### config.mk
export PLATFORM = sky130hd
export DESIGN_NAME = tga_rle_pixel_decoder
export DESIGN_NICKNAME = d
export VERILOG_FILES = /design/src/rtl/tgarle_pkg.sv /design/src/rtl/tgarle_front.sv /design/src/rtl/tgarle_queue.sv /design/src/rtl/tgarle_back.sv /design/src/rtl/tga_rle_pixel_decoder.sv
export SDC_FILE = /design/constraint.sdc
export NUM_CORES = 1
export LEC_CHECK = 0
export ABC_AREA = 1
export CORE_MARGIN = 1.5
export CORE_UTILIZATION = 45
export DETAILED_ROUTE_END_ITERATION = 10
export DONT_BUFFER_PORTS = 1
export GPL_ROUTABILITY_DRIVEN = 0
export GPL_TIMING_DRIVEN = 0
export SLEW_MARGIN = 5
export SYNTH_ARGS = -nofsm -noshare
export SYNTH_HDL_FRONTEND = slang
export SYNTH_SLANG_ARGS = --single-unit
### constraint.sdc
create_clock -name clock -period 8.7 [get_ports clock]
set_clock_uncertainty 0.1 [all_clocks]
set_input_delay 1.305 -clock clock [delete_from_list [all_inputs] [get_ports clock]]
set_output_delay 1.305 -clock clock [all_outputs]
set_load 0.01 [all_outputs]
### src/rtl/tgarle_pkg.sv
// Shared types, constants and reset values for the TGA run-length pixel decoder.
package tgarle_pkg;

   typedef enum logic [1:0] {
      FMT_GREY8 = 2'd0,
      FMT_RGB555 = 2'd1,
      FMT_BGR24 = 2'd2,
      FMT_BGRA32 = 2'd3
   } pixel_format_type;

   typedef enum logic [1:0] {
      CSR_PIXEL_FORMAT = 2'd0,
      CSR_COMPRESSED = 2'd1,
      CSR_LINE_WIDTH = 2'd2,
      CSR_LINE_TOTAL = 2'd3
   } csr_index_type;

   localparam int CSR_DATA_W = 16;
   localparam int OUT_DATA_W = 40;
   localparam int QUEUE_DEPTH = 2;

   localparam pixel_format_type PIXEL_FORMAT_RST = FMT_BGR24;
   localparam logic COMPRESSED_RST = 1'b1;
   localparam logic [15:0] LINE_WIDTH_RST = 16'd640;
   localparam logic [15:0] LINE_TOTAL_RST = 16'd480;

   localparam logic [7:0] HDR_RUN_BIT = 8'h80;
   localparam logic [7:0] HDR_COUNT_MASK = 8'h7F;

   typedef struct packed {
      pixel_format_type pixel_format;
      logic compressed;
      logic [15:0] line_width;
      logic [15:0] line_total;
   } cfg_type;

   typedef struct packed {
      logic [31:0] pixel_bytes;
      logic [7:0] repeat_count;
      logic end_of_line;
      logic end_of_image;
   } entry_type;

endpackage

### src/rtl/tgarle_front.sv
// Front end: packet header parsing, pixel byte assembly and line/image tracking.
module tgarle_front (
   input logic clock,
   input logic reset,
   input logic restart,
   input tgarle_pkg::cfg_type cfg,
   input logic accept,
   input logic [7:0] data_byte,
   output logic push,
   output tgarle_pkg::entry_type push_entry
);
   import tgarle_pkg::*;

   logic expect_header_ff, expect_header_in;
   logic run_packet_ff, run_packet_in;
   logic [7:0] packet_left_ff, packet_left_in;
   logic discarding_ff, discarding_in;
   logic [1:0] byte_position_ff, byte_position_in;
   logic [31:0] pixel_bytes_ff, pixel_bytes_in;
   logic [15:0] line_pixels_left_ff, line_pixels_left_in;
   logic [15:0] lines_left_ff, lines_left_in;

   logic [15:0] width_eff;
   logic [15:0] total_eff;

   assign width_eff = (cfg.line_width == 16'd0) ? 16'd1 : cfg.line_width;
   assign total_eff = (cfg.line_total == 16'd0) ? 16'd1 : cfg.line_total;

   always_ff @(posedge clock) begin
      if (reset) begin
         expect_header_ff <= 1'b1;
         run_packet_ff <= 1'b0;
         packet_left_ff <= 8'd0;
         discarding_ff <= 1'b0;
         byte_position_ff <= 2'd0;
         line_pixels_left_ff <= LINE_WIDTH_RST;
         lines_left_ff <= LINE_TOTAL_RST;
      end else begin
         expect_header_ff <= expect_header_in;
         run_packet_ff <= run_packet_in;
         packet_left_ff <= packet_left_in;
         discarding_ff <= discarding_in;
         byte_position_ff <= byte_position_in;
         line_pixels_left_ff <= line_pixels_left_in;
         lines_left_ff <= lines_left_in;
      end
      pixel_bytes_ff <= pixel_bytes_in;
   end

   always_comb begin
      logic [31:0] pix_new;
      logic do_emit;
      logic raw_more;
      logic [7:0] rep_req;
      logic [7:0] rep_clip;
      logic [7:0] left_next;
      logic [15:0] pix_left_rem;
      logic [15:0] lines_rem;
      logic eol;
      logic eoi;

      expect_header_in = expect_header_ff;
      run_packet_in = run_packet_ff;
      packet_left_in = packet_left_ff;
      discarding_in = discarding_ff;
      byte_position_in = byte_position_ff;
      pixel_bytes_in = pixel_bytes_ff;
      line_pixels_left_in = line_pixels_left_ff;
      lines_left_in = lines_left_ff;

      pix_new = '0;
      do_emit = 1'b0;
      raw_more = 1'b0;
      rep_req = 8'd1;
      rep_clip = 8'd1;
      left_next = 8'd0;
      pix_left_rem = 16'd0;
      lines_rem = 16'd0;
      eol = 1'b0;
      eoi = 1'b0;

      if (accept) begin
         if (cfg.compressed && expect_header_ff) begin
            run_packet_in = |(data_byte & HDR_RUN_BIT);
            packet_left_in = (data_byte & HDR_COUNT_MASK) + 8'd1;
            expect_header_in = 1'b0;
            discarding_in = 1'b0;
            byte_position_in = 2'd0;
            pixel_bytes_in = '0;
         end else begin
            pix_new = (byte_position_ff == 2'd0) ? 32'd0 : pixel_bytes_ff;
            pix_new[{byte_position_ff, 3'b000} +: 8] = data_byte;
            pixel_bytes_in = pix_new;
            if (byte_position_ff < cfg.pixel_format) begin
               byte_position_in = byte_position_ff + 2'd1;
            end else begin
               byte_position_in = 2'd0;
               if (!cfg.compressed) begin
                  do_emit = 1'b1;
               end else if (run_packet_ff) begin
                  rep_req = packet_left_ff;
                  packet_left_in = 8'd0;
                  expect_header_in = 1'b1;
                  do_emit = 1'b1;
               end else begin
                  left_next = (packet_left_ff != 8'd0) ? packet_left_ff - 8'd1 : 8'd0;
                  packet_left_in = left_next;
                  if (left_next == 8'd0) begin
                     expect_header_in = 1'b1;
                  end
                  if (discarding_ff) begin
                     if (left_next == 8'd0) begin
                        discarding_in = 1'b0;
                     end
                  end else begin
                     do_emit = 1'b1;
                     raw_more = (left_next != 8'd0);
                  end
               end
            end
         end
      end

      if (do_emit) begin
         rep_clip = ({8'd0, rep_req} > line_pixels_left_ff) ? line_pixels_left_ff[7:0] : rep_req;
         pix_left_rem = line_pixels_left_ff - {8'd0, rep_clip};
         line_pixels_left_in = pix_left_rem;
         if (pix_left_rem == 16'd0) begin
            eol = 1'b1;
            lines_rem = (lines_left_ff != 16'd0) ? lines_left_ff - 16'd1 : 16'd0;
            lines_left_in = lines_rem;
            if (lines_rem == 16'd0) begin
               eoi = 1'b1;
            end else begin
               line_pixels_left_in = width_eff;
               if (raw_more) begin
                  discarding_in = 1'b1;
               end
            end
         end
      end

      if (eoi || restart) begin
         expect_header_in = 1'b1;
         run_packet_in = 1'b0;
         packet_left_in = 8'd0;
         discarding_in = 1'b0;
         byte_position_in = 2'd0;
         pixel_bytes_in = '0;
         line_pixels_left_in = width_eff;
         lines_left_in = total_eff;
      end

      push = do_emit;
      push_entry.pixel_bytes = pix_new;
      push_entry.repeat_count = rep_clip;
      push_entry.end_of_line = eol;
      push_entry.end_of_image = eoi;
   end

   a_rep_nonzero: assert property (@(posedge clock) disable iff (reset)
      push |-> push_entry.repeat_count != 8'd0)
      else $error("pixel pushed with a zero repeat count");

   a_line_left_nonzero: assert property (@(posedge clock) disable iff (reset)
      line_pixels_left_ff != 16'd0)
      else $error("pixels left in line reached zero without a line change");

   a_eoi_has_eol: assert property (@(posedge clock) disable iff (reset)
      push && push_entry.end_of_image |-> push_entry.end_of_line)
      else $error("end of image flagged without end of line");

   a_restart_header: assert property (@(posedge clock) disable iff (reset)
      push && push_entry.end_of_image |=> expect_header_ff && byte_position_ff == 2'd0)
      else $error("decoder did not return to header state after end of image");

endmodule

### src/rtl/tgarle_queue.sv
// Short queue between the front end and the pixel conversion stage.
module tgarle_queue (
   input logic clock,
   input logic reset,
   input logic push,
   input tgarle_pkg::entry_type push_entry,
   input logic pop,
   output logic not_empty,
   output logic full,
   output tgarle_pkg::entry_type head
);
   import tgarle_pkg::*;

   localparam int PTR_W = (QUEUE_DEPTH > 1) ? $clog2(QUEUE_DEPTH) : 1;
   localparam int CNT_W = $clog2(QUEUE_DEPTH + 1);

   entry_type mem_ff [QUEUE_DEPTH];
   logic [PTR_W-1:0] wr_ptr_ff, wr_ptr_in;
   logic [PTR_W-1:0] rd_ptr_ff, rd_ptr_in;
   logic [CNT_W-1:0] count_ff, count_in;

   function automatic logic [PTR_W-1:0] ptr_next(input logic [PTR_W-1:0] p);
      return (p == PTR_W'(QUEUE_DEPTH - 1)) ? '0 : p + PTR_W'(1);
   endfunction

   always_comb begin
      wr_ptr_in = push ? ptr_next(wr_ptr_ff) : wr_ptr_ff;
      rd_ptr_in = pop ? ptr_next(rd_ptr_ff) : rd_ptr_ff;
      count_in = count_ff + CNT_W'(push) - CNT_W'(pop);
   end

   always_ff @(posedge clock) begin
      if (reset) begin
         wr_ptr_ff <= '0;
         rd_ptr_ff <= '0;
         count_ff <= '0;
      end else begin
         wr_ptr_ff <= wr_ptr_in;
         rd_ptr_ff <= rd_ptr_in;
         count_ff <= count_in;
      end
      if (push) begin
         mem_ff[wr_ptr_ff] <= push_entry;
      end
   end

   assign not_empty = (count_ff != '0);
   assign full = (count_ff == CNT_W'(QUEUE_DEPTH));
   assign head = mem_ff[rd_ptr_ff];

   a_no_overflow: assert property (@(posedge clock) disable iff (reset)
      !(push && full && !pop))
      else $error("queue written while full");

   a_no_underflow: assert property (@(posedge clock) disable iff (reset)
      pop |-> not_empty)
      else $error("queue read while empty");

   a_count_bound: assert property (@(posedge clock) disable iff (reset)
      count_ff <= CNT_W'(QUEUE_DEPTH))
      else $error("queue occupancy out of range");

endmodule

### src/rtl/tgarle_back.sv
// Back end: colour conversion of queued pixels into the registered result stage.
module tgarle_back (
   input logic clock,
   input logic reset,
   input tgarle_pkg::pixel_format_type pixel_format,
   input logic not_empty,
   input tgarle_pkg::entry_type head,
   output logic pop,
   output logic rsp_tvalid,
   input logic rsp_tready,
   output logic [tgarle_pkg::OUT_DATA_W-1:0] rsp_tdata,
   output logic rsp_tlast,
   output logic rsp_tuser
);
   import tgarle_pkg::*;

   logic valid_ff, valid_in;
   logic [OUT_DATA_W-1:0] data_ff, data_in;
   logic last_ff, last_in;
   logic user_ff, user_in;

   function automatic logic [31:0] convert(input pixel_format_type fmt,
                                           input logic [31:0] pb);
      logic [31:0] chans;
      chans = '0;
      unique case (fmt)
         FMT_GREY8: chans = {24'd0, pb[7:0]};
         FMT_RGB555: chans = {8'd0, pb[4:0], 3'b000, pb[9:5], 3'b000, pb[14:10], 3'b000};
         FMT_BGR24: chans = {8'd0, pb[7:0], pb[15:8], pb[23:16]};
         FMT_BGRA32: chans = {pb[31:24], pb[7:0], pb[15:8], pb[23:16]};
         default: chans = '0;
      endcase
      return chans;
   endfunction

   always_comb begin
      pop = not_empty && (!valid_ff || rsp_tready);
      valid_in = valid_ff;
      data_in = data_ff;
      last_in = last_ff;
      user_in = user_ff;
      if (pop) begin
         valid_in = 1'b1;
         data_in = {head.repeat_count, convert(pixel_format, head.pixel_bytes)};
         last_in = head.end_of_line;
         user_in = head.end_of_image;
      end else if (rsp_tready) begin
         valid_in = 1'b0;
      end
   end

   always_ff @(posedge clock) begin
      if (reset) begin
         valid_ff <= 1'b0;
      end else begin
         valid_ff <= valid_in;
      end
      data_ff <= data_in;
      last_ff <= last_in;
      user_ff <= user_in;
   end

   assign rsp_tvalid = valid_ff;
   assign rsp_tdata = data_ff;
   assign rsp_tlast = last_ff;
   assign rsp_tuser = user_ff;

   a_load_on_pop: assert property (@(posedge clock) disable iff (reset)
      pop |=> valid_ff)
      else $error("result register not loaded after queue read");

   a_count_valid: assert property (@(posedge clock) disable iff (reset)
      valid_ff |-> data_ff[39:32] != 8'd0)
      else $error("result with a zero repeat count");

   a_eoi_eol: assert property (@(posedge clock) disable iff (reset)
      valid_ff && user_ff |-> last_ff)
      else $error("end of image shown without end of line");

endmodule

### src/rtl/tga_rle_pixel_decoder.sv
// Top level of the TGA run-length pixel decoder with its configuration registers.
// Takes one byte per clock; req_tready falls only when the two-entry queue is full.
// The byte that completes a pixel is written into the queue, then loaded into the registered result stage.
// A pixel takes 1 to 4 bytes, plus one header byte per packet in compressed mode.
// Synchronous reset restores register defaults and starts a new image.
// Any configuration write also restarts the decoder at the head of an image.
module tga_rle_pixel_decoder (
   input logic clock,
   input logic reset,
   input logic req_tvalid,
   output logic req_tready,
   input logic [7:0] req_tdata,                       // data_byte
   output logic rsp_tvalid,
   input logic rsp_tready,
   output logic [tgarle_pkg::OUT_DATA_W-1:0] rsp_tdata, // chan0, chan1, chan2, chan3, repeat_count
   output logic rsp_tlast,                            // end_of_line
   output logic rsp_tuser,                            // end_of_image
   input logic csr_we,
   input logic [1:0] csr_index,
   input logic [tgarle_pkg::CSR_DATA_W-1:0] csr_data
);
   import tgarle_pkg::*;

   cfg_type cfg_ff, cfg_in;
   logic accept;
   logic push;
   entry_type push_entry;
   logic pop;
   logic not_empty;
   logic full;
   entry_type head;

   always_comb begin
      cfg_in = cfg_ff;
      if (csr_we) begin
         unique case (csr_index_type'(csr_index))
            CSR_PIXEL_FORMAT: cfg_in.pixel_format = pixel_format_type'(csr_data[1:0]);
            CSR_COMPRESSED: cfg_in.compressed = csr_data[0];
            CSR_LINE_WIDTH: cfg_in.line_width = csr_data[15:0];
            CSR_LINE_TOTAL: cfg_in.line_total = csr_data[15:0];
            default: cfg_in = cfg_ff;
         endcase
      end
   end

   always_ff @(posedge clock) begin
      if (reset) begin
         cfg_ff.pixel_format <= PIXEL_FORMAT_RST;
         cfg_ff.compressed <= COMPRESSED_RST;
         cfg_ff.line_width <= LINE_WIDTH_RST;
         cfg_ff.line_total <= LINE_TOTAL_RST;
      end else begin
         cfg_ff <= cfg_in;
      end
   end

   assign req_tready = !full;
   assign accept = req_tvalid && req_tready;

   tgarle_front u_front (
      .clock(clock),
      .reset(reset),
      .restart(csr_we),
      .cfg(cfg_in),
      .accept(accept),
      .data_byte(req_tdata),
      .push(push),
      .push_entry(push_entry)
   );

   tgarle_queue u_queue (
      .clock(clock),
      .reset(reset),
      .push(push),
      .push_entry(push_entry),
      .pop(pop),
      .not_empty(not_empty),
      .full(full),
      .head(head)
   );

   tgarle_back u_back (
      .clock(clock),
      .reset(reset),
      .pixel_format(cfg_ff.pixel_format),
      .not_empty(not_empty),
      .head(head),
      .pop(pop),
      .rsp_tvalid(rsp_tvalid),
      .rsp_tready(rsp_tready),
      .rsp_tdata(rsp_tdata),
      .rsp_tlast(rsp_tlast),
      .rsp_tuser(rsp_tuser)
   );

endmodule
==> results.json, run 1 <==
{
  "cp_data_required_time_ns": 9.06,
  "min_path_cells": 1,
  "crit_cells": 33,
  "clkLatencyLatePin_ns": 0.56,
  "slowest_delay_ns": 0.51,
  "yosys-top-cells-count": "nand2_1 (374), inv_1 (242), nor2_1 (183)",
  "setup_viol": 0,
  "synth-simple-area-share_pct": 24.5,
  "rows": 61,
  "syn_inst": 1613,
  "synth-xor-area-share_pct": 0.276,
  "cts_buffers": 27,
  "fin_ws_ns": 2.03,
  "drc": 0,
  "grt_pass1_vias": 10036,
  "slew_headroom_pct": 21.2,
  "nets": 1705,
  "power.leakage_nw": 5.81,
  "fin_crit_sh_pct": 76.6,
  "synth.area.top_cells": "edfxtp_1 (30%), dfxtp_1 (19%), nand2_1 (11%)",
  "antenna_found_initial": 0,
  "critPathLaunchType": "input port",
  "vias": 10687,
  "power_mw": 3.27,
  "multi_input_area_sq_um": 5310,
  "synth_flop_cell": "edfxtp_1",
  "synth_compound_area_share_pct": 12.8,
  "critPathArrivalTime_ns": 7.03,
  "htreeDepth": 1,
  "coreArea_sq_um": 27800,
  "tns_ns": 0,
  "pre_cts_ws_ns": 1.49,
  "cts.sinks": 244,
  "yosys_register_bits": 244,
  "synth_fa_ha_area_share_pct": 2.92,
  "synth_largest_area_cell": "edfxtp_1",
  "utilization_pct": 50.8,
  "rsz0062_at_grt": "no",
  "fill_cells": 2755,
  "ys_types": 52,
  "cts_resized": 0,
  "start_util_pct": 45.7,
  "yosysSeqAreaShare_pct": 48.4,
  "fin_crit_ns": 6.67,
  "wl_per_cell_microns": 16.0,
  "synth_most_common_cell": "nand2_1",
  "ir_worst_vdd_mv": 0.175,
  "synth_top_family_by_area": "simple AND/OR/NAND/NOR gates",
  "drt_first_pass_iters": 5,
  "yosysTopAreaCellShare_pct": 29.8,
  "synth-edff-count": 126,
  "clockBufferDepth": 3,
  "grt_use_total_pct": 23.0,
  "critical-path-top-delay-family": "simple AND/OR/NAND/NOR gates",
  "post_cts_buffers": 0,
  "n_antenna_cell": 0,
  "postCtsHoldBufs": 0,
  "slowest_stage": "fa_1",
  "worstRegToRegCells": 33,
  "crit_top_cell": "nand2_1",
  "dieArea_sq_um": 29200,
  "maxSlewViolCount": 0,
  "avgSynthCellArea_sq_um": 7.87,
  "maxCapViolCount": 0,
  "cp_num_buf_inv": 7,
  "drive_above_1_share_pct": 6.06,
  "viasPerCell": 5.23,
  "crit_fanout": 10,
  "port-buffer-count": 0,
  "grt_max_degree": 31,
  "die_h_microns": 171,
  "design_area_sq_um": 14100,
  "status": "complete, no violations",
  "fmax_mhz": 150,
  "cp-end-kind": "register",
  "dp_hpwl_mm": 24.4,
  "die_x_microns": 171,
  "dpl_cell_area_sq_um": 13200,
  "hold_viol_final": 0,
  "grt_overflow_total": 0,
  "tightest_slew_ns": 1.15,
  "worstSetupPathType": "input port to register",
  "area_delta_synth_final_pct": 11.3,
  "ant_nets": 0,
  "finalWirelength_mm": 32.8,
  "ctsRootBufferMaster": "clkbuf_16",
  "hp-class": "register to register",
  "drtIter0Drc": 859,
  "synth_warnings": 0,
  "synthesis.area_sq_um": 12700,
  "ys_async_sr_fraction_pct": 0,
  "p_per_area_nw_per_um2": 232,
  "seq_area_sq_um": 6150,
  "io_pins": 75,
  "cts_tree": "done",
  "grt_pass1_wl_mm": 52.8,
  "synthMuxAreaShare_pct": 1.18,
  "clk_pin_slew_ns": 0.06,
  "synth_nets": 1673
}
==> state kept, by name, summed over array words and instances (netlist names), named ones only <==
signal / flops
u_queue.mem_ff: 84
u_front.line_pixels_left_ff: 16
u_back.rsp_tdata: 40
u_back.rsp_tvalid: 1
u_back.rsp_tlast: 1
u_front.byte_position_ff: 2
u_front.expect_header_ff: 1
u_queue.count_ff: 2
u_queue.wr_ptr_ff: 1
u_back.rsp_tuser: 1
u_front.lines_left_ff: 16
u_front.packet_left_ff: 8
u_front.pixel_bytes_ff: 32
cfg_ff: 35
u_queue.rd_ptr_ff: 1
u_front.run_packet_ff: 1
u_front.discarding_ff: 1
==> cell type report <==
type / count / area share [%]
Buffer: 60 / 2.13
Clock buffer: 34 / 5.19
Clock inverter: 16 / 1.00
Inverter: 253 / 6.73
Multi-Input combinational cell: 1056 / 37.6
Sequential cell: 244 / 43.5
Tap cell: 378 / 3.35
Timing Repair Buffer: 3 / 0.425
==> worst register-to-register path, delay by kind of cell (launching register included) <==
kind            cells  cell delay (ns)
buf+inv             7             1.40
compound gates      7             1.18
xor+xnor            1             0.28
flops               1             0.57
simple gates       15             1.63
fa+ha+maj           3             1.17
==> layer usage <==
layer	global-route usage (%)	part of all wire, %
met1	30.7	45
met2	38.4	46
met3	4.07	6.3
met4	5.91	2.0
met5	0	0
==> worst paths after layout <==
kind                          start                        to  slack, ns
setup / recovery       csr_index[1]  u_front.lines_left_ff[9]       2.03
hold reg to reg   u_queue.rd_ptr_ff                  register       0.35
setup reg to reg         cfg_ff[34]  u_front.lines_left_ff[9]       2.27
hold / removal    u_queue.rd_ptr_ff                  register       0.35
==> stage by stage <==
stage	hold slack [ns]	instances
floorplan	0.326	1613
global placement	0.336	1991
detailed placement	0.341	1994
global route	0.374	2044
CTS	0.351	2044
finish	0.352	2044
==> logic make-up after synthesis <==
family                     after synthesis
AOI/OAI and AO/OA                      274
buffers and inverters                  313
adders and majority gates               29
and+or+nand+nor                        734
xor gates and xnor gates                 4
DFF                                    244
muxes                                   15
==> report_power, final <==
part | leakage (nW) | internal (mW) | total (mW) | switching [mW]
Combinational | 3.24 | 0.196 | 0.653 | 0.458
Clock | 0.424 | 0.655 | 1.13 | 0.478
Sequential | 2.15 | 1.39 | 1.49 | 0.101
Total | 5.81 | 2.24 | 3.27 | 1.04
==> placed cells by master (no fill, tap or decap), drive strengths merged, types with 3 or more instances in the layout <==
cell / count
o21bai: 4
nor3: 26
nand3: 101
nand2: 383
buf: 24
clkbuf: 73
o21a: 20
a21oi: 67
edfxtp: 126
a32oi: 7
a2111oi: 12
dfxtp: 118
a31oi: 3
nor4: 5
inv: 250
nor2: 193
o21ai: 117
xor2: 3
ha: 28
clkinv: 15
nand4: 20
o22ai: 15
mux2i: 15
or2: 3
o211ai: 9
o221ai: 5
o41ai: 5
Power figures use the tool's default switching activity.
==> run 2: changes to the inputs <==
--- a/config.mk
+++ b/config.mk
@@ -5,7 +5,7 @@
 export SDC_FILE = /design/constraint.sdc
 export NUM_CORES = 1
 export LEC_CHECK = 0
-export ABC_AREA = 1
+export ABC_AREA = 0
 export CORE_MARGIN = 1.5
 export CORE_UTILIZATION = 45
 export DETAILED_ROUTE_END_ITERATION = 10
==> constraint.sdc (replaced) <==
create_clock -name clock -period 6.35 [get_ports clock]
set_clock_uncertainty 0.1 [all_clocks]
set_input_delay 0.9525 -clock clock [delete_from_list [all_inputs] [get_ports clock]]
set_output_delay 0.9525 -clock clock [all_outputs]
set_load 0.01 [all_outputs]
==> run 2 against run 1 <==
The run now ends with negative setup slack left. First-iteration DRC count fell by 3.8%. Clock power rose by 48%. Largest cell class unchanged. Largest power group unchanged. Synthesized area fell by 7.1%.
==> results.json, run 2 <==
{
  "synth-simple-area-share_pct": 18.0,
  "critPathArrivalTime_ns": 6.73,
  "dieArea_sq_um": 27200,
  "slew_headroom_pct": 33.1,
  "htreeDepth": 1,
  "synth_most_common_cell": "nor2_1",
  "syn_inst": 1166,
  "drt_first_pass_iters": 5,
  "postCtsHoldBufs": 0,
  "maxCapViolCount": 0,
  "slowest_stage": "ha_1",
  "final_common_cell": "nor2_1",
  "power_frac_comb_pct": 16.6,
  "port-buffer-count": 0,
  "finalWirelength_mm": 30.7,
  "nets": 1279,
  "cts_buffers": 27,
  "critPathLaunchType": "input port",
  "yosys-top-cells-count": "nor2_1 (170), edfxtp_1 (126), dfxtp_1 (118)",
  "min_path_cells": 2,
  "n_antenna_cell": 0,
  "largest_reg_flops": 84,
  "clockBufferDepth": 3,
  "tightest_slew_ns": 0.995,
  "grt_max_degree": 34,
  "yosysTopAreaCellShare_pct": 32.1,
  "yosysSeqAreaShare_pct": 52.1,
  "cts_tree": "done",
  "io_pins": 75,
  "synthMuxAreaShare_pct": 7.54,
  "drtIter0Drc": 826,
  "wl_per_cell_microns": 19.5,
  "max_flop_register": "u_queue.mem_ff",
  "dp_hpwl_mm": 21.6,
  "yosys_register_bits": 244,
  "synth_nets": 1226,
  "ys_types": 79,
  "fin_crit_sh_pct": 101,
  "worstSetupPathType": "input port to register",
  "cp-end-kind": "register",
  "viasPerCell": 5.77,
  "rsz0062_at_grt": "yes",
  "worstRegToRegCells": 28,
  "avgSynthCellArea_sq_um": 10.1,
  "vias": 9091,
  "ctsRootBufferMaster": "clkbuf_16",
  "synth.area.top_cells": "edfxtp_1 (32%), dfxtp_1 (20%), mux2i_1 (5.4%)",
  "violations": "negative setup slack",
  "synth_warnings": 0,
  "grt_pass1_vias": 8338,
  "p_per_area_nw_per_um2": 314,
  "synth_top_family_by_area": "simple AND/OR/NAND/NOR gates",
  "hold_viol_final": 0,
  "maxSlewViolCount": 0,
  "holdWs_ns": 0.364,
  "hp-class": "register to register",
  "layout_common_cells": "nor2_1 (167), edfxtp_1 (126), dfxtp_1 (118), a21oi_1 (89), mux2i_1 (61)",
  "pwr-share-seq_pct": 45.0,
  "drive_above_1_share_pct": 15.8,
  "slowest_delay_ns": 0.39,
  "start_util_pct": 45.5,
  "clk_pin_slew_ns": 0.06,
  "power_mw": 4.36,
  "power.leakage_nw": 5.07,
  "power.net_switching_mw": 1.23,
  "intPower_mw": 3.14,
  "ant_nets": 0,
  "setup_viol": 5,
  "crit_fanout": 8,
  "antenna_found_initial": 0,
  "cts.sinks": 244,
  "crit_top_cell": "ha_1",
  "dpl_cell_area_sq_um": 12400,
  "fmax_mhz": 157,
  "coreArea_sq_um": 25900,
  "synth_flop_cell": "edfxtp_1",
  "cp_data_required_time_ns": 6.69,
  "die_h_microns": 165,
  "area_delta_synth_final_pct": 17.9,
  "fin_crit_ns": 6.39,
  "rows": 59,
  "status": "finished, violations left",
  "synth_largest_area_cell": "edfxtp_1",
  "synth-xor-area-share_pct": 1.56,
  "design_area_sq_um": 13900,
  "die_x_microns": 165,
  "grt_use_total_pct": 22.3,
  "fin_ws_ns": -0.0381,
  "netSwitchingFraction_pct": 28.1,
  "clkLatencyLatePin_ns": 0.54,
  "synth_compound_area_share_pct": 13.9,
  "grt_overflow_total": 0,
  "clockPowerShare_pct": 38.4,
  "synthesis.area_sq_um": 11800,
  "synth_fa_ha_area_share_pct": 3.14,
  "synth-edff-count": 126,
  "ir_worst_vdd_mv": 0.291,
  "drc": 0,
  "grt_pass1_wl_mm": 46.9,
  "ys_async_sr_fraction_pct": 0
}
-- run 2: cell type report --
| class | instances | area, sq um |
|---|---|---|
| Buffer | 63 | 353 |
| Clock buffer | 35 | 833 |
| Clock inverter | 15 | 141 |
| Fill cell | 2266 | 12000 |
| Inverter | 39 | 159 |
| Multi-Input combinational cell | 819 | 5580 |
| Sequential cell | 244 | 6150 |
| Tap cell | 335 | 419 |
| Timing Repair Buffer | 24 | 263 |
| Timing Repair inverter | 1 | 8.76 |
-- run 2: final timing paths --
| kind | from | endpoint | slack, ns |
|---|---|---|---|
| setup / recovery | csr_we | u_front.line_pixels_left_ff[3] | -0.04 |
| hold reg to reg | cfg_ff[0] | cfg_ff[0] | 0.36 |
| setup reg to reg | u_queue.count_ff[0] | u_front.line_pixels_left_ff[3] | 0.02 |
| hold / removal | cfg_ff[0] | cfg_ff[0] | 0.36 |
-- run 2: cells by family (layout without fill, tap and decap cells) --
kind of cell | count (synthesis) | count (layout)
AO/OA/AOI/OAI | 257 | 257
XOR/XNOR | 21 | 21
adder cells (fa/ha/maj) | 29 | 29
buffers and inverters | 103 | 177
flip-flops | 244 | 244
multiplexers | 84 | 84
AND/OR/NAND/NOR | 428 | 428
-- run 2: power groups by stage --
| stage | clock network, mW | registers (mW) | logic, mW |
|---|---|---|---|
| 3_5_place_dp | 0 | 2.00 | 0.697 |
| 5_1_grt | 1.76 | 1.98 | 0.804 |
| 3_3_place_gp | 0 | 2.00 | 0.673 |
| 6_report | 1.67 | 1.96 | 0.726 |
| 2_1_floorplan | 0 | 1.98 | 0.515 |
| 4_1_cts | 1.70 | 1.97 | 0.709 |
-- run 2: metrics by stage --
stage                     TNS [ns]  cells  setup slack (ns)  util (%)
after floorplan                  0   1166            0.0168         -
after global placement      -60.20   1501             -1.11      47.4
after detailed placement    -57.61   1504             -1.12      47.7
after CTS                        0   1560           0.00207      52.1
after global routing        -16.98   1575            -0.379      53.7
final                      -0.0906   1575           -0.0381      53.7
-- run 2: worst max-delay path, delay by kind of cell --
| family | cells | cell delay (ns) |
|---|---|---|
| adders and majority gates | 3 | 0.99 |
| buffers and inverters | 4 | 0.60 |
| muxes | 1 | 0.32 |
| AOI/OAI and AO/OA | 10 | 1.99 |
| and+or+nand+nor | 12 | 1.88 |
-- run 2: what timing repair did --
item / in CTS / in global routing
endpoints found under the setup margin: 45 / 81
pin swaps: 9 / 48
gates cloned: 0 / 3
setup buffers: 7 / 13
resized for setup: 21 / 83
-- run 2: layer usage --
layer  vias up  track usage [%]  share of wire (%)
met2       289             35.3                 46
met3        57             3.79                5.4
met5         -                0                  0
li1       4364                -                  -
met4         0             5.98                2.4
met1      4381             31.5                 46
==> run 3: changes to the inputs <==
--- a/config.mk
+++ b/config.mk
@@ -6,7 +6,6 @@
 export NUM_CORES = 1
 export LEC_CHECK = 0
 export ABC_AREA = 0
-export CORE_MARGIN = 1.5
 export CORE_UTILIZATION = 45
 export DETAILED_ROUTE_END_ITERATION = 10
 export DONT_BUFFER_PORTS = 1
==> run 3 against run 2 <==
The run now ends clean. First-iteration DRC count decreased by 13%. Sequential power about the same. Global-route usage rose by 1.5 points. Sequential cell count stayed put. Final area increased by 0.94%. Final cell count hardly changed. Combinational power up 3%. Critical endpoint is now u_front.line_pixels_left_ff[0]. Largest cell class unchanged. Largest power group unchanged. Highest routed layer unchanged.
==> results.json, run 3 (synthesized netlist as in run 2, its figures left out) <==
{
  "grt_pass1_wl_mm": 49.4,
  "die_h_microns": 164,
  "final_common_cell": "nor2_1",
  "postCtsHoldBufs": 0,
  "cp-end-kind": "register",
  "coreArea_sq_um": 25500,
  "largest_reg_flops": 84,
  "cts_buffers": 27,
  "slowest_delay_ns": 0.38,
  "n_antenna_cell": 0,
  "rsz0062_at_grt": "yes",
  "worstSetupPathType": "input port to register",
  "fmax_mhz": 159,
  "io_pins": 75,
  "crit_fanout": 10,
  "ant_nets": 0,
  "layout_common_cells": "nor2_1 (164), edfxtp_1 (126), dfxtp_1 (117), a21oi_1 (91)",
  "hp-class": "register to register",
  "area_delta_synth_final_pct": 19.1,
  "status": "complete, no violations",
  "dp_hpwl_mm": 22.0,
  "cp_data_required_time_ns": 6.64,
  "netSwitchingFraction_pct": 27.8,
  "slowest_stage": "fa_2",
  "drt_first_pass_iters": 5,
  "fin_crit_sh_pct": 99.3,
  "setup_viol": 0,
  "maxSlewViolCount": 0,
  "grt_overflow_total": 0,
  "ir_worst_vdd_mv": 0.267,
  "wl_per_cell_microns": 20.1,
  "grt_max_degree": 35,
  "critPathLaunchType": "input port",
  "antenna_found_initial": 0,
  "power_mw": 4.49,
  "pre_cts_ws_ns": -1.40,
  "cp_num_buf_inv": 5,
  "power.leakage_nw": 5.13,
  "place_inst": 1499,
  "grt_use_total_pct": 23.8,
  "fin_ws_ns": 0.0432,
  "power_frac_comb_pct": 16.6,
  "tns_ns": 0,
  "intPower_mw": 3.24,
  "vias": 9159,
  "dieArea_sq_um": 26800,
  "drc": 0,
  "critical-path-top-delay-family": "compound AO/OA/AOI/OAI gates",
  "die_x_microns": 164,
  "cts_tree": "done",
  "tightest_slew_ns": 1.07,
  "htreeDepth": 1,
  "power.net_switching_mw": 1.25,
  "critPathArrivalTime_ns": 6.60,
  "port-buffer-count": 0,
  "fin_crit_ns": 6.31,
  "slew_headroom_pct": 28.7,
  "nets": 1285,
  "start_util_pct": 46.3,
  "maxCapViolCount": 0,
  "clkLatencyLatePin_ns": 0.55,
  "pwr-share-seq_pct": 43.8,
  "ctsRootBufferMaster": "clkbuf_16",
  "max_flop_register": "u_queue.mem_ff",
  "rows": 58,
  "drive_above_1_share_pct": 16.5,
  "hold_viol_final": 0,
  "final_cells": 1576,
  "crit_top_cell": "a21oi_2",
  "cts.sinks": 244,
  "drtIter0Drc": 719,
  "clk_pin_slew_ns": 0.06,
  "fill_cells": 2234,
  "clockBufferDepth": 3,
  "clockPowerShare_pct": 39.6,
  "utilization_pct": 55.1,
  "finalWirelength_mm": 31.7,
  "grt_pass1_vias": 8714,
  "p_per_area_nw_per_um2": 320,
  "viasPerCell": 5.81
}
run 3: cell count changes in the layout (fill, tap and decap cells not counted), moves of 3 or more:
cell       change
o21ai_0        +6
bufinv_16      +6
buf_4          +5
nor2_1         -3
nor2_2         +4
a21oi_2        -4
o21ai_1        -4
o21ai_2        -3
clkbuf_16      -7
run 3: worst paths after layout:
kind / slack, ns / cells after the start / to / from
max: 0.04 / 32 / u_front.line_pixels_left_ff[0] / csr_we
min: 0.37 / 2 / cfg_ff[0] / cfg_ff[0]
max reg2reg: 0.06 / 30 / u_front.line_pixels_left_ff[0] / cfg_ff[33]
min reg2reg: 0.37 / 2 / cfg_ff[0] / cfg_ff[0]
run 3: power by group through the flow:
stage / logic, mW / registers (mW) / clock network (mW)
floorplan: 0.515 / 1.98 / 0
detailed placement: 0.714 / 2.00 / 0
global placement: 0.682 / 2.01 / 0
finish: 0.745 / 1.97 / 1.78
CTS: 0.735 / 1.97 / 1.80
global route: 0.821 / 1.99 / 1.87
run 3: layout make-up:
cell class | instances | area, sq um | area share (%)
flip-flops and latches | 244 | 6150 | 43.8
multi-input cells | 819 | 5600 | 39.9
clock buffers | 31 | 691 | 4.92
well taps | 330 | 413 | 2.94
plain buffers | 61 | 352 | 2.51
repair buffers | 32 | 344 | 2.45
clock inverters | 19 | 318 | 2.26
inverters | 39 | 159 | 1.13
repair inverters | 1 | 8.76 | 0.0624
run 3: timing repair:
item | in CTS | in global routing
hold endpoints to repair | 0 | 0
cloned | 2 | 1
setup buffers | 20 | 7
pin swaps | 24 | 25
gates resized for setup | 56 | 47
endpoints found under the setup margin | 75 | 81
run 3: worst register-to-register path, delay by kind of cell (launching register included):
kind            cells  cell delay, ns
xor+xnor            1            0.14
simple gates       10            1.54
flops               1            0.30
fa+ha+maj           3            0.94
buf+inv             6            1.34
compound gates      9            1.59
mux                 1            0.19
run 3: metrics by stage:
step	instance area (sq um)	hold WS, ns
after detailed placement	12400	0.353
after global placement	12300	0.343
after global routing	14000	0.404
after floorplan	11900	0.336
final	14000	0.368
after CTS	13800	0.363
run 3: metal layers:
layer	track usage [%]	wire, microns
met1	35.1	15200
met2	36.1	14000
met3	3.26	1640
met4	6.78	783
met5	0	0
